**src/rtl/core/rtcc_pkg.sv**
```systemverilog
package rtcc_pkg;

   // Relay count used when the top level is not told otherwise.
   localparam int RELAYS_DEF = 8;

   // The drive byte carries at most this many relays.
   localparam int DRIVE_BITS = 8;

   // Reset value of the maximum duration register, in seconds.
   localparam logic [15:0] MAX_DUR_RST = 16'd3600;

   typedef enum logic [3:0] {
      MODE_TICK       = 4'd0,
      MODE_ON         = 4'd1,
      MODE_OFF        = 4'd2,
      MODE_TOGGLE     = 4'd3,
      MODE_TIMED_ON   = 4'd4,
      MODE_TIMED_OFF  = 4'd5,
      MODE_CYCLE      = 4'd6,
      MODE_CYCLE_STOP = 4'd7,
      MODE_STATUS     = 4'd8
   } mode_type;

   // Timer and cycle record of one relay, as held in the entry memory.
   typedef struct packed {
      logic        timer_active;
      logic [15:0] timer_length;
      logic [15:0] elapsed;
      logic        cycle_active;
      logic        phase_is_on;
      logic [15:0] on_len;
      logic [15:0] off_len;
   } entry_type;

   // A record together with the relay's output bit.
   typedef struct packed {
      logic      relay_on;
      entry_type entry;
   } relay_type;

   function automatic logic [15:0] clamp_len(logic [15:0] v, logic [15:0] lim);
      return (v > lim) ? lim : v;
   endfunction

   // One second passes for one relay.
   function automatic relay_type tick_step(relay_type cur);
      relay_type   nxt;
      logic [15:0] el;
      logic [15:0] len;
      nxt = cur;
      el  = cur.entry.elapsed;
      if ((cur.entry.timer_active || cur.entry.cycle_active) && (el != 16'hFFFF)) begin
         el = el + 16'd1;
      end
      nxt.entry.elapsed = el;
      if (!cur.entry.cycle_active) begin
         if (cur.entry.timer_active && cur.relay_on && (el >= cur.entry.timer_length)) begin
            nxt.relay_on           = 1'b0;
            nxt.entry.timer_active = 1'b0;
            nxt.entry.timer_length = 16'd0;
         end
      end else begin
         len = cur.entry.phase_is_on ? cur.entry.on_len : cur.entry.off_len;
         nxt.entry.timer_active = 1'b1;
         nxt.entry.timer_length = len;
         if (el >= len) begin
            nxt.entry.phase_is_on  = !cur.entry.phase_is_on;
            nxt.relay_on           = !cur.entry.phase_is_on;
            nxt.entry.elapsed      = 16'd0;
            nxt.entry.timer_length = cur.entry.phase_is_on ? cur.entry.off_len
                                                           : cur.entry.on_len;
         end
      end
      return nxt;
   endfunction

   // Seconds left in the running timer or cycle phase, floored at zero.
   function automatic logic [15:0] remaining(entry_type e);
      logic [15:0] len;
      if (e.cycle_active) begin
         len = e.phase_is_on ? e.on_len : e.off_len;
      end else if (e.timer_active) begin
         len = e.timer_length;
      end else begin
         len = 16'd0;
      end
      return (len > e.elapsed) ? (len - e.elapsed) : 16'd0;
   endfunction

endpackage

```
**src/rtl/core/relay_timer_cycle_controller_top.sv**
```systemverilog
// Channel   Direction  Ports                                    Transfer
// request   in         start, busy, req_mode, req_relay_index,  start high while busy low
//                      req_duration, req_off_seconds
// response  out        rsp_valid, rsp_ok, rsp_relay_is_on,      one cycle per beat, no stall
//                      rsp_timer_running, rsp_remaining_seconds,
//                      rsp_drive_n
// csr       in         csr_wr_en, csr_wr_data                   written when csr_wr_en is high
//
// A relay command reads its entry in the accepting cycle, then keeps busy high through the
// command state (modify and write back) and the response state (response build); its response
// beat comes in the first cycle with busy low. A tick sweeps the entry memory, reading one entry
// while writing back the one before, and keeps busy high through the sweep and response state.
// Reset is synchronous and active high; it clears the relay outputs, the memory valid bits
// and sets the maximum duration to one hour. The receiver cannot stall a response beat.
module relay_timer_cycle_controller_top #(
   parameter int RELAYS = rtcc_pkg::RELAYS_DEF
) (
   input  logic        clock,
   input  logic        reset,
   input  logic        start,
   output logic        busy,
   input  logic [3:0]  req_mode,
   input  logic [2:0]  req_relay_index,
   input  logic [15:0] req_duration,
   input  logic [15:0] req_off_seconds,
   output logic        rsp_valid,
   output logic        rsp_ok,
   output logic        rsp_relay_is_on,
   output logic        rsp_timer_running,
   output logic [15:0] rsp_remaining_seconds,
   output logic [7:0]  rsp_drive_n,
   input  logic        csr_wr_en,
   input  logic [15:0] csr_wr_data
);

   localparam int AW = (RELAYS > 1) ? $clog2(RELAYS) : 1;
   localparam int CW = $clog2(RELAYS + 1);

   typedef enum logic [3:0] {
      ST_IDLE = 4'b0001,
      ST_TICK = 4'b0010,
      ST_CMD  = 4'b0100,
      ST_RESP = 4'b1000
   } state_type;

   // Control registers.
   state_type   state_ff, state_in;
   logic [CW-1:0] cnt_ff, cnt_in;
   logic        pend_ff, pend_in;
   logic [RELAYS-1:0] relay_on_ff, relay_on_in;
   logic [15:0] max_dur_ff;
   logic        rsp_valid_ff, rsp_valid_in;

   // Payload registers.
   rtcc_pkg::mode_type mode_ff, mode_in;
   logic [AW-1:0] idx_ff, idx_in;
   logic [AW-1:0] widx_ff, widx_in;
   logic [15:0] dur_ff, dur_in;
   logic [15:0] offs_ff, offs_in;
   logic        rpt_ff, rpt_in;
   logic        ok_ff, ok_in;
   rtcc_pkg::entry_type upd_ff, upd_in;
   logic        rsp_ok_ff, rsp_ok_in;
   logic        rsp_on_ff, rsp_on_in;
   logic        rsp_run_ff, rsp_run_in;
   logic [15:0] rsp_rem_ff, rsp_rem_in;
   logic [7:0]  rsp_drive_ff, rsp_drive_in;

   // Memory port.
   logic                ram_wr_en;
   logic [AW-1:0]       ram_wr_addr;
   rtcc_pkg::entry_type ram_wr_data;
   logic                ram_rd_en;
   logic [AW-1:0]       ram_rd_addr;
   rtcc_pkg::entry_type ram_rd_data;

   logic                accept;
   logic                in_range;
   logic                issue;
   rtcc_pkg::relay_type tick_cur, tick_nxt;
   rtcc_pkg::entry_type cmd_e;
   logic                cmd_on, cmd_ok;
   logic [15:0]         cl_dur, cl_offs;
   logic [7:0]          drive_n;

   rtcc_entry_ram #(
      .DEPTH (RELAYS),
      .AW    (AW)
   ) u_ram (
      .clock   (clock),
      .reset   (reset),
      .wr_en   (ram_wr_en),
      .wr_addr (ram_wr_addr),
      .wr_data (ram_wr_data),
      .rd_en   (ram_rd_en),
      .rd_addr (ram_rd_addr),
      .rd_data (ram_rd_data)
   );

   assign busy     = (state_ff != ST_IDLE);
   assign accept   = start && !busy;
   assign in_range = (32'(req_relay_index) < RELAYS);
   assign issue    = (cnt_ff < CW'(RELAYS));

   // Active-low drive byte; positions without a relay stay de-energised.
   for (genvar i = 0; i < rtcc_pkg::DRIVE_BITS; i++) begin : g_drive
      if (i < RELAYS) begin : g_used
         assign drive_n[i] = ~relay_on_ff[i];
      end else begin : g_unused
         assign drive_n[i] = 1'b1;
      end
   end

   // One relay's tick update, applied to the entry read in the previous cycle.
   always_comb begin
      tick_cur.relay_on = relay_on_ff[widx_ff];
      tick_cur.entry    = ram_rd_data;
      tick_nxt          = rtcc_pkg::tick_step(tick_cur);
   end

   // Command update of the addressed entry.
   always_comb begin
      cl_dur  = rtcc_pkg::clamp_len(dur_ff, max_dur_ff);
      cl_offs = rtcc_pkg::clamp_len(offs_ff, max_dur_ff);
      cmd_e   = ram_rd_data;
      cmd_on  = relay_on_ff[idx_ff];
      cmd_ok  = 1'b1;
      unique case (mode_ff)
         rtcc_pkg::MODE_ON, rtcc_pkg::MODE_TIMED_ON: begin
            if (dur_ff != 16'd0) begin
               cmd_e.cycle_active = 1'b0;
               cmd_e.timer_active = 1'b1;
               cmd_e.timer_length = cl_dur;
               cmd_e.elapsed      = 16'd0;
               cmd_on             = 1'b1;
            end else if (mode_ff == rtcc_pkg::MODE_ON) begin
               cmd_e.cycle_active = 1'b0;
               cmd_e.timer_active = 1'b0;
               cmd_e.timer_length = 16'd0;
               cmd_e.elapsed      = 16'd0;
               cmd_on             = 1'b1;
            end else begin
               cmd_ok = 1'b0;
            end
         end
         rtcc_pkg::MODE_OFF, rtcc_pkg::MODE_TOGGLE: begin
            cmd_e.cycle_active = 1'b0;
            cmd_e.timer_active = 1'b0;
            cmd_e.timer_length = 16'd0;
            cmd_e.elapsed      = 16'd0;
            cmd_on             = (mode_ff == rtcc_pkg::MODE_TOGGLE) ? !relay_on_ff[idx_ff]
                                                                    : 1'b0;
         end
         rtcc_pkg::MODE_TIMED_OFF: begin
            // The off time is taken as given, without the clamp.
            if ((dur_ff == 16'd0) || !relay_on_ff[idx_ff]) begin
               cmd_ok = 1'b0;
            end else begin
               cmd_e.cycle_active = 1'b0;
               cmd_e.timer_active = 1'b1;
               cmd_e.timer_length = dur_ff;
               cmd_e.elapsed      = 16'd0;
            end
         end
         rtcc_pkg::MODE_CYCLE: begin
            if ((dur_ff == 16'd0) || (offs_ff == 16'd0)) begin
               cmd_ok = 1'b0;
            end else begin
               cmd_e.cycle_active = 1'b1;
               cmd_e.on_len       = cl_dur;
               cmd_e.off_len      = cl_offs;
               cmd_e.phase_is_on  = 1'b1;
               cmd_e.timer_active = 1'b1;
               cmd_e.timer_length = cl_dur;
               cmd_e.elapsed      = 16'd0;
               cmd_on             = 1'b1;
            end
         end
         rtcc_pkg::MODE_CYCLE_STOP: begin
            // Stopping a cycle leaves the relay where the current phase put it.
            if (ram_rd_data.cycle_active) begin
               cmd_e.cycle_active = 1'b0;
               cmd_e.timer_active = 1'b0;
               cmd_e.timer_length = 16'd0;
            end
         end
         rtcc_pkg::MODE_STATUS: begin
         end
         default: begin
            cmd_ok = 1'b0;
         end
      endcase
   end

   // Sequencer.
   always_comb begin
      state_in     = state_ff;
      cnt_in       = cnt_ff;
      pend_in      = pend_ff;
      relay_on_in  = relay_on_ff;
      rsp_valid_in = 1'b0;
      mode_in      = mode_ff;
      idx_in       = idx_ff;
      widx_in      = widx_ff;
      dur_in       = dur_ff;
      offs_in      = offs_ff;
      rpt_in       = rpt_ff;
      ok_in        = ok_ff;
      upd_in       = upd_ff;
      rsp_ok_in    = rsp_ok_ff;
      rsp_on_in    = rsp_on_ff;
      rsp_run_in   = rsp_run_ff;
      rsp_rem_in   = rsp_rem_ff;
      rsp_drive_in = rsp_drive_ff;
      ram_wr_en    = 1'b0;
      ram_wr_addr  = idx_ff;
      ram_wr_data  = cmd_e;
      ram_rd_en    = 1'b0;
      ram_rd_addr  = AW'(req_relay_index);
      unique case (state_ff)
         ST_IDLE: begin
            if (accept) begin
               mode_in = rtcc_pkg::mode_type'(req_mode);
               dur_in  = req_duration;
               offs_in = req_off_seconds;
               idx_in  = in_range ? AW'(req_relay_index) : '0;
               if (req_mode == rtcc_pkg::MODE_TICK) begin
                  // The tick reports no relay and always succeeds.
                  rpt_in   = 1'b0;
                  ok_in    = 1'b1;
                  cnt_in   = '0;
                  pend_in  = 1'b0;
                  state_in = ST_TICK;
               end else if (!in_range) begin
                  rpt_in   = 1'b0;
                  ok_in    = 1'b0;
                  state_in = ST_RESP;
               end else begin
                  rpt_in    = 1'b1;
                  ram_rd_en = 1'b1;
                  state_in  = ST_CMD;
               end
            end
         end
         ST_TICK: begin
            // Read entry cnt while writing back entry cnt - 1.
            ram_rd_addr = cnt_ff[AW-1:0];
            ram_rd_en   = issue;
            if (pend_ff) begin
               ram_wr_en            = 1'b1;
               ram_wr_addr          = widx_ff;
               ram_wr_data          = tick_nxt.entry;
               relay_on_in[widx_ff] = tick_nxt.relay_on;
            end
            pend_in = issue;
            widx_in = cnt_ff[AW-1:0];
            if (issue) begin
               cnt_in = cnt_ff + CW'(1);
            end else begin
               state_in = ST_RESP;
            end
         end
         ST_CMD: begin
            ram_wr_en           = 1'b1;
            ram_wr_addr         = idx_ff;
            ram_wr_data         = cmd_e;
            relay_on_in[idx_ff] = cmd_on;
            upd_in              = cmd_e;
            ok_in               = cmd_ok;
            state_in            = ST_RESP;
         end
         ST_RESP: begin
            rsp_valid_in = 1'b1;
            rsp_ok_in    = ok_ff;
            rsp_on_in    = rpt_ff && relay_on_ff[idx_ff];
            rsp_run_in   = rpt_ff && (upd_ff.timer_active || upd_ff.cycle_active);
            rsp_rem_in   = rpt_ff ? rtcc_pkg::remaining(upd_ff) : 16'd0;
            rsp_drive_in = drive_n;
            state_in     = ST_IDLE;
         end
         default: begin
            state_in = ST_IDLE;
         end
      endcase
   end

   always_ff @(posedge clock) begin
      if (reset) begin
         state_ff     <= ST_IDLE;
         cnt_ff       <= '0;
         pend_ff      <= 1'b0;
         relay_on_ff  <= '0;
         rsp_valid_ff <= 1'b0;
         max_dur_ff   <= rtcc_pkg::MAX_DUR_RST;
      end else begin
         state_ff     <= state_in;
         cnt_ff       <= cnt_in;
         pend_ff      <= pend_in;
         relay_on_ff  <= relay_on_in;
         rsp_valid_ff <= rsp_valid_in;
         if (csr_wr_en) begin
            max_dur_ff <= csr_wr_data;
         end
      end
   end

   always_ff @(posedge clock) begin
      mode_ff      <= mode_in;
      idx_ff       <= idx_in;
      widx_ff      <= widx_in;
      dur_ff       <= dur_in;
      offs_ff      <= offs_in;
      rpt_ff       <= rpt_in;
      ok_ff        <= ok_in;
      upd_ff       <= upd_in;
      rsp_ok_ff    <= rsp_ok_in;
      rsp_on_ff    <= rsp_on_in;
      rsp_run_ff   <= rsp_run_in;
      rsp_rem_ff   <= rsp_rem_in;
      rsp_drive_ff <= rsp_drive_in;
   end

   assign rsp_valid             = rsp_valid_ff;
   assign rsp_ok                = rsp_ok_ff;
   assign rsp_relay_is_on       = rsp_on_ff;
   assign rsp_timer_running     = rsp_run_ff;
   assign rsp_remaining_seconds = rsp_rem_ff;
   assign rsp_drive_n           = rsp_drive_ff;

   // An accepted beat always makes the block busy in the next cycle.
   assert property (@(posedge clock) disable iff (reset)
      accept |=> busy)
      else $error("accepted beat did not raise busy");

   // A response beat comes only from the response state, in the cycle that follows it.
   assert property (@(posedge clock) disable iff (reset)
      rsp_valid |-> ($past(state_ff) == ST_RESP) && (state_ff == ST_IDLE))
      else $error("response beat outside its slot");

   // The tick sweep never reads and writes the same entry in one cycle.
   assert property (@(posedge clock) disable iff (reset)
      !(ram_wr_en && ram_rd_en && (ram_wr_addr == ram_rd_addr)))
      else $error("entry memory read and write collide");

   // A relay command writes back exactly one entry, the addressed one.
   assert property (@(posedge clock) disable iff (reset)
      (state_ff == ST_CMD) |-> ram_wr_en && (ram_wr_addr == idx_ff))
      else $error("command write-back missing or misdirected");

endmodule

```
**src/rtl/core/rtcc_entry_ram.sv**
```systemverilog
module rtcc_entry_ram #(
   parameter int DEPTH = rtcc_pkg::RELAYS_DEF,
   parameter int AW    = 3
) (
   input  logic                clock,
   input  logic                reset,
   input  logic                wr_en,
   input  logic [AW-1:0]       wr_addr,
   input  rtcc_pkg::entry_type wr_data,
   input  logic                rd_en,
   input  logic [AW-1:0]       rd_addr,
   output rtcc_pkg::entry_type rd_data
);

   rtcc_pkg::entry_type mem_ff [DEPTH];
   rtcc_pkg::entry_type rd_data_ff;
   logic [DEPTH-1:0]    vld_ff;
   logic                rd_vld_ff;

   // An entry that was never written since reset reads as an all-zero record.
   always_ff @(posedge clock) begin
      if (reset) begin
         vld_ff <= '0;
      end else if (wr_en) begin
         vld_ff[wr_addr] <= 1'b1;
      end
   end

   always_ff @(posedge clock) begin
      if (wr_en) begin
         mem_ff[wr_addr] <= wr_data;
      end
      if (rd_en) begin
         rd_data_ff <= mem_ff[rd_addr];
         rd_vld_ff  <= vld_ff[rd_addr];
      end
   end

   assign rd_data = rd_vld_ff ? rd_data_ff : '0;

endmodule

```
**config.mk**
```make
export PLATFORM = sky130hd
export DESIGN_NAME = relay_timer_cycle_controller_top
export DESIGN_NICKNAME = d
export VERILOG_FILES = /design/src/rtl/core/rtcc_pkg.sv /design/src/rtl/core/relay_timer_cycle_controller_top.sv /design/src/rtl/core/rtcc_entry_ram.sv
export SDC_FILE = /design/constraint.sdc
export NUM_CORES = 1
export LEC_CHECK = 0
export BUFFER_PORTS_ARGS = -buffer_cell sky130_fd_sc_hd__buf_2
export CELL_PAD_IN_SITES_DETAIL_PLACEMENT = 1
export CELL_PAD_IN_SITES_GLOBAL_PLACEMENT = 1
export CORE_ASPECT_RATIO = 1.2
export CORE_UTILIZATION = 25
export DETAILED_ROUTE_END_ITERATION = 6
export MAX_ROUTING_LAYER = met4
export PLACE_DENSITY = 0.47
export SYNTH_ARGS = -nofsm -noshare
export SYNTH_HDL_FRONTEND = slang
export SYNTH_SLANG_ARGS = --single-unit
```
**constraint.sdc**
```tcl
create_clock -name clock -period 9.6 [get_ports clock]
set_input_delay 1.92 -clock clock [delete_from_list [all_inputs] [get_ports clock]]
set_output_delay 1.92 -clock clock [all_outputs]
set_load 0.01 [all_outputs]
```
# == After elaboration in Yosys (flattened, before gate mapping) ==
# Memories as Yosys holds them, arrays and structs flattened. A register that Yosys moved wholly into a read port is not among the register bits.
# Index checks and enable logic that the tools add are counted.
# classes
n_addsub,3
order_cmp,13
n_eq_ne,19
muxes,79
bitwise,9
reduce_logical,34
# ops
operator,n
$mux 67,4
$mux 16,10
$mux 34,3
$pmux 17 s5,1
$pmux 16 s4,1
$gt 16x16->1,3
$mux 18,2
$mux 33,1
$ge 16x16->1,2
$logic_not 16->1,2
$mux 32,1
$mux 1,27
$eq 4x3->1 const B,5
$mux 4,5
$mux 17,1
$add 16x1->16 const B,1
$bwmux 8,2
$lt 3x4->1 const B,4
$ne 16x16->1 const B,1
$pmux 8 s2,1
$reduce_bool 16->1,1
$sub 16x16->16,1
$eq 4x2->1 const B,3
$mux 3,4
other kinds (28),71
# word_totals
regBits,181
ram_bits,536
input_bits,59
output_inout_bits,29
word_cells,185
mem_count,1
# mem_list
memory,words,width,read_ports,rd_ports_with_merged_regs,wr,line_no,source
u_ram.mem_ff,8,67,1,1,1,rtcc_entry_ram.sv:15,rtcc_pkg::entry_type mem_ff [DEPTH];

# == Depth between registers and ports, before layout ==
# Gate-level depths: netlist (run 1).
# logic_depth
word_depth,11
depth_mapped,26
depth_no_buf,21

# == Hierarchy ==
# From an unflattened synthesis (run 1), not the netlist that was laid out.
# unflattened
cells_unflattened,2231
hier_area_um2,34897.2
# modules_own_cells
mod,instances,cells_per_inst,area_each_um2
rtcc_entry_ram,1,962,22969.5
relay_timer_cycle_controller_top,1,1269,11927.7

# == Worst setup path after synthesis (run 1) ==
# Ideal clock, no wire load.
# synth_path
path_kind,register to register
from,register state_ff[0]
to,"memory u_ram.mem_ff[7][0] in the netlist's numbering, enable pin"
setup_time_ns,0.494
arrival_time_ns,5.714
required_time_ns,9.106
setup_slack_ns,3.392
path_stages_with_launch,6
path_cell_list,dfxtp_1 or4b_2 inv_1 and2_1 a21oi_1 nor2_1
# synth_between
elab_chain_len,4
elab_cells_between_ends,6
cone_classes,2 x eq/ne; 4 x mux
# synth_rtl
item,line_no,source
start: declaration,relay_timer_cycle_controller_top.sv:47,"state_type state_ff, state_in;"
start signal: assignment,relay_timer_cycle_controller_top.sv:296,state_ff <= state_in;
$eq 4x3->1 / $eq 4x2->1 (equally long branches),relay_timer_cycle_controller_top.sv:220,unique case (state_ff)
$pmux 1 s2,relay_timer_cycle_controller_top.sv:220,
$mux 1,rtcc_entry_ram.sv:30,if (wr_en) begin
$mux 1 (not written as such),rtcc_entry_ram.sv:31,mem_ff[wr_addr] <= wr_data;
end: declaration,rtcc_entry_ram.sv:15,
# Several ways; a longest one is shown, not always the timed one.

==> results of run 1 <==
-- power groups by stage --
| stage | sequential (mW) | combinational [mW] | clock [mW] |
|---|---|---|---|
| after floorplan | 3.98 | 0.478 | 0 |
| after global placement | 4.04 | 0.719 | 0 |
| after detailed placement | 4.04 | 0.734 | 0 |
| after CTS | 3.97 | 0.738 | 3.28 |
| after global routing | 3.97 | 0.791 | 3.39 |
| final | 3.97 | 0.726 | 3.19 |
-- cell usage in the layout (no fill, tap or decap), types with 24 or more instances in the layout --
master     instances
a21oi_1           77
buf_2             87
buf_4             39
clkbuf_16         84
dfxtp_1           42
edfxtp_1         742
ha_1              80
inv_1             66
mux2_2           104
mux2i_1           45
mux4_2           137
nand2_1          113
nand3_1           74
nor2_1           122
o21a_1            24
o21ai_0           87
-- logic make-up (layout without fill, tap and decap cells) --
kind of cell,Yosys count,after routing,share of synthesized area [%]
muxes,290,290,13.9
adders and majority gates,81,81,2.97
DFF,784,784,67.3
xor gates and xnor gates,25,25,0.637
other,0,1,0
and+or+nand+nor,455,455,6.37
AOI/OAI and AO/OA,344,344,6.64
buffers and inverters,178,347,2.19
-- layout make-up --
type	count	share of cell area, %
clock inverter	47	1.21
timing repair buffer	128	1.94
sequential	784	58.3
tap	1800	5.67
inverter	68	0.643
antenna	1	0.00631
clock buffer	104	5.51
multi-input combinational	1195	26.8
-- worst reg2reg max path: cells and delay by family, from the launching register on --
family                   cells  cell delay (ns)
buffers and inverters        2             0.31
AND/OR/NAND/NOR             11             2.10
flip-flops                   1             0.36
XOR/XNOR                     2             0.35
AO/OA/AOI/OAI                3             1.55
adder cells (fa/ha/maj)      2             0.52
-- cells in the mapped netlist (8+ instances only) --
master / n
xnor2_1: 15
nor3_1: 19
nor4_1: 9
nor2b_1: 10
a31oi_1: 8
o21ba_2: 16
mux2_2: 104
nand2_1: 114
nand2b_1: 14
nor2_1: 132
a22oi_1: 16
a21o_1: 10
clkbuf_1: 73
o21ai_0: 87
xor2_1: 10
mux4_2: 137
a21oi_1: 77
edfxtp_1: 742
mux2i_1: 48
ha_1: 80
buf_2: 21
nand3_1: 74
o211ai_1: 14
or3_1: 9
o221ai_1: 14
nand4_1: 15
inv_1: 67
dfxtp_1: 42
a22o_1: 15
and2_1: 22
o21a_1: 24
o22ai_1: 10
-- worst max-delay path by stage --
stage | startpoint | endpoint | slack (ns)
2_1_floorplan | state_ff[0] | u_ram.mem_ff[7][0] | 3.39
3_3_place_gp | u_ram.rd_vld_ff | u_ram.mem_ff[0][59] | 4.29
3_5_place_dp | u_ram.rd_vld_ff | u_ram.mem_ff[2][58] | 4.14
4_1_cts | u_ram.rd_vld_ff | u_ram.mem_ff[1][54] | 4.09
5_1_grt | u_ram.rd_vld_ff | u_ram.mem_ff[1][54] | 3.52
6_report | u_ram.rd_vld_ff | u_ram.mem_ff[0][32] | 4.02
-- flip-flops by register name (all words and copies together), names as in the netlist, 3 cells and up --
signal	flops
u_ram.rd_data_ff	67
max_dur_ff	16
rsp_drive_n	8
u_ram.mem_ff	536
cnt_ff	4
mode_ff	4
relay_on_ff	8
rsp_remaining_seconds	16
widx_ff	3
idx_ff	3
u_ram.vld_ff	8
dur_ff	16
upd_ff	67
state_ff	4
offs_ff	16
-- per-layer routing --
metal	routed length, um	global-route usage (%)	part of all wire (%)
met1	47900	20.1	44
met2	55200	27.2	50
met3	3600	2.00	3.3
met4	2910	5.01	2.6
met5	0	-	0
-- metrics by stage --
step	std cells	total power, mW	cell area (sq um)	utilization, %	hold slack [ns]
final	4127	7.88	39700	29.2	0.451
after global routing	4127	8.15	39700	29.2	0.460
after CTS	4126	7.99	39700	29.2	0.455
after detailed placement	3975	4.77	37000	27.2	0.433
after global placement	3975	4.76	37000	27.2	0.443
after floorplan	2157	4.45	34300	-	0.400
==> impl_metrics.csv, run 1 <==
group,metric,value,unit
outcome,outcome,"finished, final reports clean",
floorplanning,core,136000,sq um
worst_setup_path,critical_path_class,"reg -> reg",
timing,finalHoldViolCount,0,
global_routing,grt_pass1_vias,21400,
worst_setup_path,crit_path_end_kind,"flip-flop",
floorplanning,die-area,139000,sq um
global_routing,grt_pass1_wl,157,mm
pwr,combPwrFrac,9.2,%
routing,finalWirelength,110,mm
worst_setup_path,worstPathArrival,5.86,ns
clock_tree,clkTransAtPathRegs,0.06,ns
worst_setup_path,crit_buf_inv,2,
clock_tree,cts_resized,0,
global_routing,antenna_found_initial,2,
synth,yosysTopAreaCellShare,64.9,%
worst_setup_path,path_depth,20,
synth,avgSynthCellArea,15.9,sq um
pwr,power.internal,5.92,mW
clock_tree,cts_buffer_depth,3,
worst_hold_path,min_path_cells,0,
synth,ys_seq_elements,784,
routing,drt_pass1_iterations,5,
clock_tree,cts_tree,"yes",
floorplanning,die_h,408,um
clock_tree,clk_latency,0.70,ns
worst_setup_path,cpMostUsedCell,"nand3_1",
timing,fmax,179,MHz
placed_design,place.gp.congestion,0.852,
synth,async_reset_ff_share,0,%
timing,worst_pin_slew,1.29,ns
clock_tree,cts.sinks,784,
floorplanning,initial_core_util,25.3,%
synth,synth_nets,2297,
pwr,pwr-share-clk,40.5,%
worst_setup_path,max_stage_delay,1.00,ns
synth,synth_cell_types,80,
routing,antenna_left,0,
synth,synth_edf_count,742,
placed_design,post-place-ws,4.14,ns
global_routing,grt_max_degree,137,
synth,yosysWarnings,0,
synth,synthCells,2157,
placed_design,dp_hpwl,70.0,mm
timing,slew_violations,0,
worst_setup_path,r2r-end,"u_ram.mem_ff[0][32]",
timing,fin_crit,5.58,ns
routing,drtIter0Drc,1328,
synth,ys_seq_area_share,67.3,%
timing,relSlewSlack,13.4,%
worst_setup_path,crit_chain,"buf_4 > nand2_1 > inv_1 > ha_1 > nand3_1 > nor3_2 > a21oi_1 > and4_1 > and2_1 > nand3_1 > xnor2_1 > and2_1 > ha_1 > nand4_1 > nor3_1 > nand2_1 > o21ai_1 > nand3_1 > xor2_1 > o21ai_0",
pwr,p_seq_share,50.3,%
clock_tree,h-tree-depth,3,
global_routing,grt.total_usage,16.1,%
worst_setup_path,reg2reg_slack,4.02,ns
cells_and_area,fillCellCount,14300,
cells_and_area,drive_gt1_share,23.6,%
worst_setup_path,reg2reg_depth,20,
timing,setup_viol,0,
timing,clock_skew,0.0576,ns
worst_setup_path,start_kind,"flip-flop",
cells_and_area,nNetsFinal,2399,
placed_design,portBuffers,87,
timing,setup_ws,4.02,ns
pwr,power_density,199,nW/um^2
worst_setup_path,worstPathRequired,9.88,ns
timing,fin_tns_setup,0,ns
cells_and_area,syn_to_final_growth,15.5,%
clock_tree,root_buffer,"clkbuf_16",
worst_setup_path,cp_max_fo,20,
routing,vias,19800,
pwr,power.share.switching,24.9,%
clock_tree,tritoncts.num_buffers,82,
clock_tree,hold_buffers,0,
floorplanning,io_pins,88,
routing,viasPerCell,4.80,
routing,wl_per_cell,26.6,um
global_routing,grt_overflow,0,
worst_setup_path,reg2reg_from,"u_ram.rd_vld_ff",
pwr,vdd_ir_drop_max,0.132,mV
floorplanning,rows,148,
pwr,cellLeakagePower,13.1,nW
synth,synth_ff_type,"edfxtp_1",
timing,timing.final.crit_share,58.1,%
cells_and_area,multi_input_area,10600,sq um
flow_run,maxCapViolCount,0,
pwr,power_switching,1.96,mW
worst_setup_path,cp_top_family,"simple AND/OR/NAND/NOR gates",
routing,drc_errors,0,
synth,synth.area.top_cells,"edfxtp_1 (65%), mux4_2 (9.0%), mux2_2 (3.4%)",
worst_setup_path,critPathSlowestCell,"o21ai_0",
floorplanning,fp.dieW,340,um
clock_tree,post-cts-setup-buffers,0,
synth,netlist_area,34300,sq um
worst_hold_path,hold_end,"rsp_ok",
worst_hold_path,hold_path.class,"reg -> reg",
synth,synth_top_area_cell,"edfxtp_1",
timing,grt_setup_unrepaired,"false",
worst_hold_path,min-delay-start,"ok_ff",
cells_and_area,seq_area,23100,sq um
(Power assumes the default switching activity.)
==> run 2: changes to the inputs <==
==> constraint.sdc (replaced) <==
create_clock -name clock -period 5.35 [get_ports clock]
set_input_delay 1.07 -clock clock [delete_from_list [all_inputs] [get_ports clock]]
set_output_delay 1.07 -clock clock [all_outputs]
set_load 0.01 [all_outputs]
==> run 2 against run 1 <==
Effect of this change: maximum frequency increased by 13%; highest routed layer unchanged; final area rose by 1.4%; sequential cell count stayed put; clock skew down 0.013 ns; power grew 81%; worst setup slack got worse by 3.6 ns.
==> impl_metrics.csv, run 2 (synthesis results as in run 1) <==
group,metric,value,unit
clock_tree,clk_latency,0.68,ns
floorplanning,core,136000,sq um
global_routing,grt_overflow,0,
outcome,outcome,"finished, final reports clean",
global_routing,gr-usage-met3,1.75,%
cells_and_area,fillCellCount,14200,
cells_and_area,syn_to_final_growth,17.1,%
clock_tree,h-tree-depth,3,
pwr,cellLeakagePower,13.3,nW
worst_hold_path,hold_path.class,"reg -> reg",
placed_design,place.gp.congestion,0.833,
clock_tree,cts_buffer_depth,3,
worst_setup_path,worstPathArrival,5.31,ns
timing,timing.final.crit_share,92.2,%
worst_hold_path,hold_end,"rsp_ok",
cells_and_area,nNetsFinal,2443,
floorplanning,die_h,408,um
clock_tree,tritoncts.num_buffers,82,
global_routing,antenna_found_initial,0,
global_routing,use_met1,19.9,%
timing,grt_setup_unrepaired,"false",
cells_and_area,final_cell_mix,"edfxtp_1 (742), mux4_2 (137), nor2_1 (121)",
worst_setup_path,worstPathRequired,5.72,ns
routing,antenna_left,0,
routing,drt_pass1_iterations,5,
floorplanning,die-area,139000,sq um
worst_setup_path,reg2reg_slack,0.42,ns
routing,drc_errors,0,
floorplanning,initial_core_util,25.3,%
clock_tree,hold_buffers,0,
worst_setup_path,cp_max_fo,10,
worst_hold_path,min_path_cells,0,
routing,wl_per_cell,26.4,um
worst_setup_path,critPathSlowestCell,"or2_2",
placed_design,dp_hpwl,72.1,mm
cells_and_area,drive_gt1_share,25.5,%
clock_tree,cts.sinks,784,
pwr,power_density,355,nW/um^2
cells_and_area,largest_register,"u_ram.mem_ff",
worst_hold_path,min-delay-start,"ok_ff",
timing,setup_viol,0,
worst_setup_path,crit_path_end_kind,"flip-flop",
global_routing,grt_pass1_wl,158,mm
cells_and_area,top_regs,"u_ram.mem_ff: 536 flops, u_ram.rd_data_ff: 67 flops, upd_ff: 67 flops",
global_routing,grt_max_degree,101,
floorplanning,rows,148,
worst_setup_path,reg2reg_from,"u_ram.rd_vld_ff",
placed_design,dpl.cell_count,4018,
timing,worst_pin_slew,1.26,ns
worst_setup_path,r2r-end,"u_ram.mem_ff[3][58]",
cells_and_area,utilization,29.6,%
timing,finalHoldViolCount,0,
cells_and_area,final_common_cell,"edfxtp_1",
worst_setup_path,crit_chain,"nand2_1 > inv_1 > ha_1 > nand3_1 > nor3_2 > buf_4 > and3_1 > nand3_1 > nor2_1 > xor2_1 > and2_1 > ha_1 > and3_1 > a21oi_1 > a21oi_1 > a211oi_1 > o21ai_1 > nor2b_4 > or2_2 > or3_1 > o221ai_1",
cells_and_area,fin_cells,4164,
timing,fin_crit,4.93,ns
cells_and_area,multi_input_area,10700,sq um
timing,fmax,203,MHz
clock_tree,root_buffer,"clkbuf_16",
worst_setup_path,start_kind,"flip-flop",
cells_and_area,seq_area,23100,sq um
cells_and_area,largest_reg_flops,536,
global_routing,grt_use_met2,27.7,%
timing,slew_violations,0,
clock_tree,clkTransAtPathRegs,0.07,ns
pwr,vdd_ir_drop_max,0.226,mV
timing,clock_skew,0.0447,ns
routing,vias,19900,
routing,drtIter0Drc,1382,
worst_setup_path,critical_path_class,"reg -> reg",
placed_design,portBuffers,87,
clock_tree,cts_tree,"yes",
worst_setup_path,reg2reg_depth,21,
worst_setup_path,max_stage_delay,0.43,ns
routing,finalWirelength,110,mm
flow_run,maxCapViolCount,0,
timing,relSlewSlack,15.8,%
routing,viasPerCell,4.77,
floorplanning,io_pins,88,
global_routing,grt.busiest_layer,"met2",
global_routing,grt.total_usage,16.1,%
global_routing,grt_pass1_vias,21400,
floorplanning,fp.dieW,340,um
==> run 2: per-stage QoR <==
stage | worst slack, ns | power [mW] | TNS [ns] | hold slack (ns) | cell area (sq um)
CTS | 0.0442 | 14.5 | 0 | 0.458 | 40200
finish | 0.419 | 14.3 | 0 | 0.458 | 40200
floorplan | -0.858 | 7.99 | -231.24 | 0.400 | 34300
global route | 0.00466 | 14.8 | 0 | 0.459 | 40200
detailed placement | 0.0613 | 8.60 | 0 | 0.440 | 37500
global placement | 0.298 | 8.58 | 0 | 0.447 | 37500
==> run 2: worst max path at each step <==
| stage | start | endpoint | slack, ns | cells past startpoint |
|---|---|---|---|---|
| 6_report | u_ram.rd_vld_ff | u_ram.mem_ff[3][58] | 0.42 | 21 |
| 3_3_place_gp | u_ram.rd_vld_ff | u_ram.mem_ff[1][60] | 0.30 | 23 |
| 3_5_place_dp | u_ram.rd_vld_ff | u_ram.mem_ff[0][50] | 0.06 | 21 |
| 4_1_cts | u_ram.rd_vld_ff | u_ram.mem_ff[1][50] | 0.04 | 21 |
| 2_1_floorplan | state_ff[0] | u_ram.mem_ff[7][0] | -0.86 | 5 |
| 5_1_grt | u_ram.rd_vld_ff | u_ram.mem_ff[3][58] | 0.005 | 20 |
==> run 2: per-layer routing <==
layer | part of all wire (%) | vias to the layer above | wire length [um]
li1 | - | 8783 | -
met1 | 43 | 10600 | 47600
met3 | 3.1 | 112 | 3420
met2 | 51 | 386 | 56400
met5 | 0 | - | 0
met4 | 2.2 | 0 | 2410
==> run 2: power breakdown <==
group / switching [mW] / internal (mW) / leakage (nW) / total [mW]
logic: 0.869 / 0.489 / 4.85 / 1.36
clock network: 2.50 / 3.33 / 1.31 / 5.83
registers: 0.160 / 6.95 / 7.18 / 7.11
total: 3.53 / 10.8 / 13.3 / 14.3
==> run 2: layout make-up <==
| type | count | area share (%) |
|---|---|---|
| multi-input combinational | 1195 | 26.5 |
| antenna | 1 | 0.00622 |
| inverter | 68 | 0.634 |
| timing repair buffer | 172 | 3.02 |
| clock inverter | 43 | 1.23 |
| clock buffer | 101 | 5.54 |
| sequential | 784 | 57.5 |
| tap | 1800 | 5.60 |
==> run 2: critical path: cells and delay by family (launching register included) <==
kind	cells	cell delay, ns
xor gates and xnor gates	1	0.19
adders and majority gates	2	0.47
buffers and inverters	2	0.29
and+or+nand+nor	11	2.33
DFF	1	0.39
AOI/OAI and AO/OA	5	0.96
==> run 2: repair_timing <==
action	4_1_cts	5_1_grt
setup endpoints to repair	0	232
endpoints found under the hold margin	0	0
resized for setup	0	16
buffers inserted	0	1
==> run 3: changes to the inputs <==
--- a/config.mk
+++ b/config.mk
@@ -15,4 +15,6 @@
 export PLACE_DENSITY = 0.47
 export SYNTH_ARGS = -nofsm -noshare
 export SYNTH_HDL_FRONTEND = slang
+export SYNTH_HIERARCHICAL = 1
 export SYNTH_SLANG_ARGS = --single-unit
+export TNS_END_PERCENT = 30
==> run 3 against run 2 <==
Effect of this change: power is 1.6% higher; clock skew is 0.019 ns lower; core utilization is 0.16 points higher; first-iteration DRC count is 3.4% higher; synthesized area is 1.6% higher; sequential power is 0.8% lower; die area is 1.6% higher; final area is 2.1% higher; cell count is 2.9% higher; non-clock buffer count is 19 higher; critical path depth is 1 lower; critical endpoint is now u_ram/mem_ff[3][58]; largest cell class unchanged.
==> impl_metrics.csv, run 3 <==
group,metric,value,unit
timing,clock_skew,0.0253,ns
routing,drc_errors,0,
worst_setup_path,worstPathRequired,5.73,ns
worst_setup_path,critical_path_class,"reg -> reg",
worst_setup_path,start_kind,"flip-flop",
routing,vias,20500,
global_routing,grt.total_usage,16.1,%
timing,relSlewSlack,14.3,%
synth,yosys.cell_count.top_type,"edfxtp_1",
worst_setup_path,max_stage_delay,0.49,ns
flow_run,maxCapViolCount,0,
timing,timing.final.crit_share,94.4,%
synth,synthCells,2231,
cells_and_area,final_common_cell,"edfxtp_1",
clock_tree,clk_latency,0.69,ns
routing,m1WireLength,50.2,mm
placed_design,postPlaceCellArea,38100,sq um
synth,synth_common_cells,"edfxtp_1 (742), nand2_1 (146), mux4_2 (136)",
synth,async_reset_ff_share,0,%
worst_setup_path,worstPathArrival,5.43,ns
clock_tree,cts.sinks,784,
routing,antenna_left,0,
worst_setup_path,reg2reg_depth,20,
floorplanning,initial_core_util,25.3,%
cells_and_area,seq_area,23100,sq um
routing,drt_pass1_iterations,7,
clock_tree,root_buffer,"clkbuf_16",
clock_tree,h-tree-depth,3,
cells_and_area,nNetsFinal,2544,
cells_and_area,utilization,29.8,%
worst_setup_path,cp_top_family,"compound AO/OA/AOI/OAI gates",
placed_design,portBuffers,87,
global_routing,grt_max_degree,69,
synth,avgSynthCellArea,15.6,sq um
pwr,cellLeakagePower,13.9,nW
clock_tree,tritoncts.num_buffers,89,
worst_setup_path,critPathSlowestCell,"a2111oi_0",
routing,finalWirelength,110,mm
routing,top_layer,"met4",
clock_tree,cts_buffer_depth,3,
floorplanning,rows,149,
routing,wl_per_cell,25.7,um
floorplanning,die-area,141000,sq um
worst_setup_path,crit_path_end_kind,"flip-flop",
timing,fmax,198,MHz
worst_setup_path,crit_buf_inv,3,
pwr,vdd_ir_drop_max,0.230,mV
placed_design,place.gp.congestion,0.860,
cells_and_area,largest_reg_flops,536,
clock_tree,clkTransAtPathRegs,0.05,ns
routing,viasPerCell,4.79,
worst_setup_path,cp_max_fo,8,
worst_hold_path,hold_path.class,"reg -> reg",
clock_tree,hold_buffers,0,
synth,ys_seq_area_share,66.3,%
placed_design,dp_hpwl,73.7,mm
synth,synth_top_area_cell,"edfxtp_1",
global_routing,grt_pass1_wl,159,mm
global_routing,grt_overflow,0,
routing,met3RoutedLength,3.29,mm
synth,ys_seq_elements,784,
cells_and_area,antenna_cells,0,
worst_setup_path,crit_chain,"buf_4 > and2_1 > and4_1 > and4_2 > a211o_1 > buf_4 > nor2_1 > nand2_1 > nor2_1 > xor2_2 > ha_1 > o21ai_0 > a221oi_2 > nand2_1 > and3b_1 > a211o_1 > buf_4 > mux2i_1 > a2111oi_0 > a21oi_2",
cells_and_area,largest_register,"u_ram/mem_ff",
timing,slew_violations,0,
routing,drtIter0Drc,1429,
synth,synth_ff_type,"edfxtp_1",
synth,synth_cell_types,81,
synth,synth_nets,2371,
cells_and_area,final_cell_mix,"edfxtp_1 (742), nand2_1 (145), mux4_2 (136)",
synth,yosysWarnings,6,
clock_tree,cts_tree,"yes",
worst_setup_path,cpMostUsedCell,"buf_4",
pwr,power_density,354,nW/um^2
global_routing,grt_pass1_vias,22000,
worst_setup_path,path_depth,20,
cells_and_area,fin_area,41100,sq um
cells_and_area,fillCellCount,14500,
cells_and_area,syn_to_final_growth,17.7,%
timing,fin_crit,5.05,ns
timing,finalHoldViolCount,0,
cells_and_area,multi_input_area,11000,sq um
timing,setup_viol,0,
global_routing,antenna_found_initial,2,
cells_and_area,drive_gt1_share,23.8,%
routing,route.met2.wl,54.7,mm
floorplanning,io_pins,88,
cells_and_area,top_regs,"u_ram/mem_ff: 536 flops, u_ram/rd_data_ff: 67 flops, upd_ff: 67 flops",
synth,netlist_area,34900,sq um
synth,yosysTopAreaCellShare,63.8,%
synth,synth_edf_count,742,
outcome,outcome,"finished, final reports clean",
floorplanning,fp.dieW,343,um
timing,worst_pin_slew,1.28,ns
floorplanning,die_h,411,um
synth,synth.area.top_cells,"edfxtp_1 (64%), mux4_2 (8.8%), mux2_2 (2.9%)",
worst_hold_path,min_path_cells,0,
floorplanning,core,138000,sq um
-- run 3: changes by cell type after synthesis, moves of 14 or more --
cell and delta:
a22o_1 +17, inv_1 +44, nand3_1 -42, nor2b_1 +14
mux2_2 -14, nand2_1 +32, a21oi_1 -18, o221ai_1 -14
nor2_1 -64, o21ba_2 -16, and2_1 +53, mux2i_1 +31
-- run 3: path summary, 6_finish.rpt --
| check | slack, ns | end | from |
|---|---|---|---|
| worst max-delay path | 0.30 | u_ram/mem_ff[3][58] | u_ram/rd_vld_ff |
| worst min-delay path | 0.44 | rsp_ok | ok_ff |
| worst max register to register | 0.30 | u_ram/mem_ff[3][58] | u_ram/rd_vld_ff |
| worst min register to register | 0.44 | rsp_ok | ok_ff |
-- run 3: area by class of cell --
| cell class | instances | share of cell area (%) |
|---|---|---|
| Tap cell | 1812 | 5.52 |
| Sequential cell | 784 | 56.3 |
| Clock buffer | 112 | 5.68 |
| Timing Repair Buffer | 191 | 3.38 |
| Inverter | 111 | 1.04 |
| Clock inverter | 49 | 1.20 |
| Multi-Input combinational cell | 1227 | 26.9 |
-- run 3: timing repair --
item	in CTS	in global routing
pin swaps	3	0
resized for setup	5	15
buffers inserted	3	6
endpoints found under the setup margin	96	280
-- run 3: stage by stage --
stage	cells	power [mW]	hold WS (ns)	TNS, ns	setup WS [ns]
finish	4286	14.5	0.440	0	0.300
global route	4286	15.0	0.460	-1.68	-0.120
CTS	4280	14.7	0.451	0	0.00473
detailed placement	4116	8.66	0.440	-3.56	-0.129
global placement	4116	8.63	0.430	0	0.0656
floorplan	2231	8.02	0.400	0	0.259
-- run 3: power breakdown --
group	internal [mW]	leakage (nW)	switching, mW
sequential	6.95	7.16	0.0998
combinational	0.522	5.35	0.956
clock	3.48	1.36	2.51
-- run 3: cells by family (layout without fill, tap and decap cells) --
logic type / count (synthesis) / after routing / share of synthesized area [%]
xor gates and xnor gates: 23 / 23 / 0.577
and+or+nand+nor: 465 / 465 / 6.88
AOI/OAI and AO/OA: 348 / 348 / 6.63
DFF: 784 / 784 / 66.3
adders and majority gates: 81 / 81 / 2.93
buffers and inverters: 220 / 463 / 2.61
muxes: 310 / 310 / 14.1
-- run 3: routing by layer --
metal	vias up	global-route usage, %
met2	381	26.8
met1	10900	20.7
met5	-	-
met4	0	3.69
met3	131	2.00
li1	9105	-
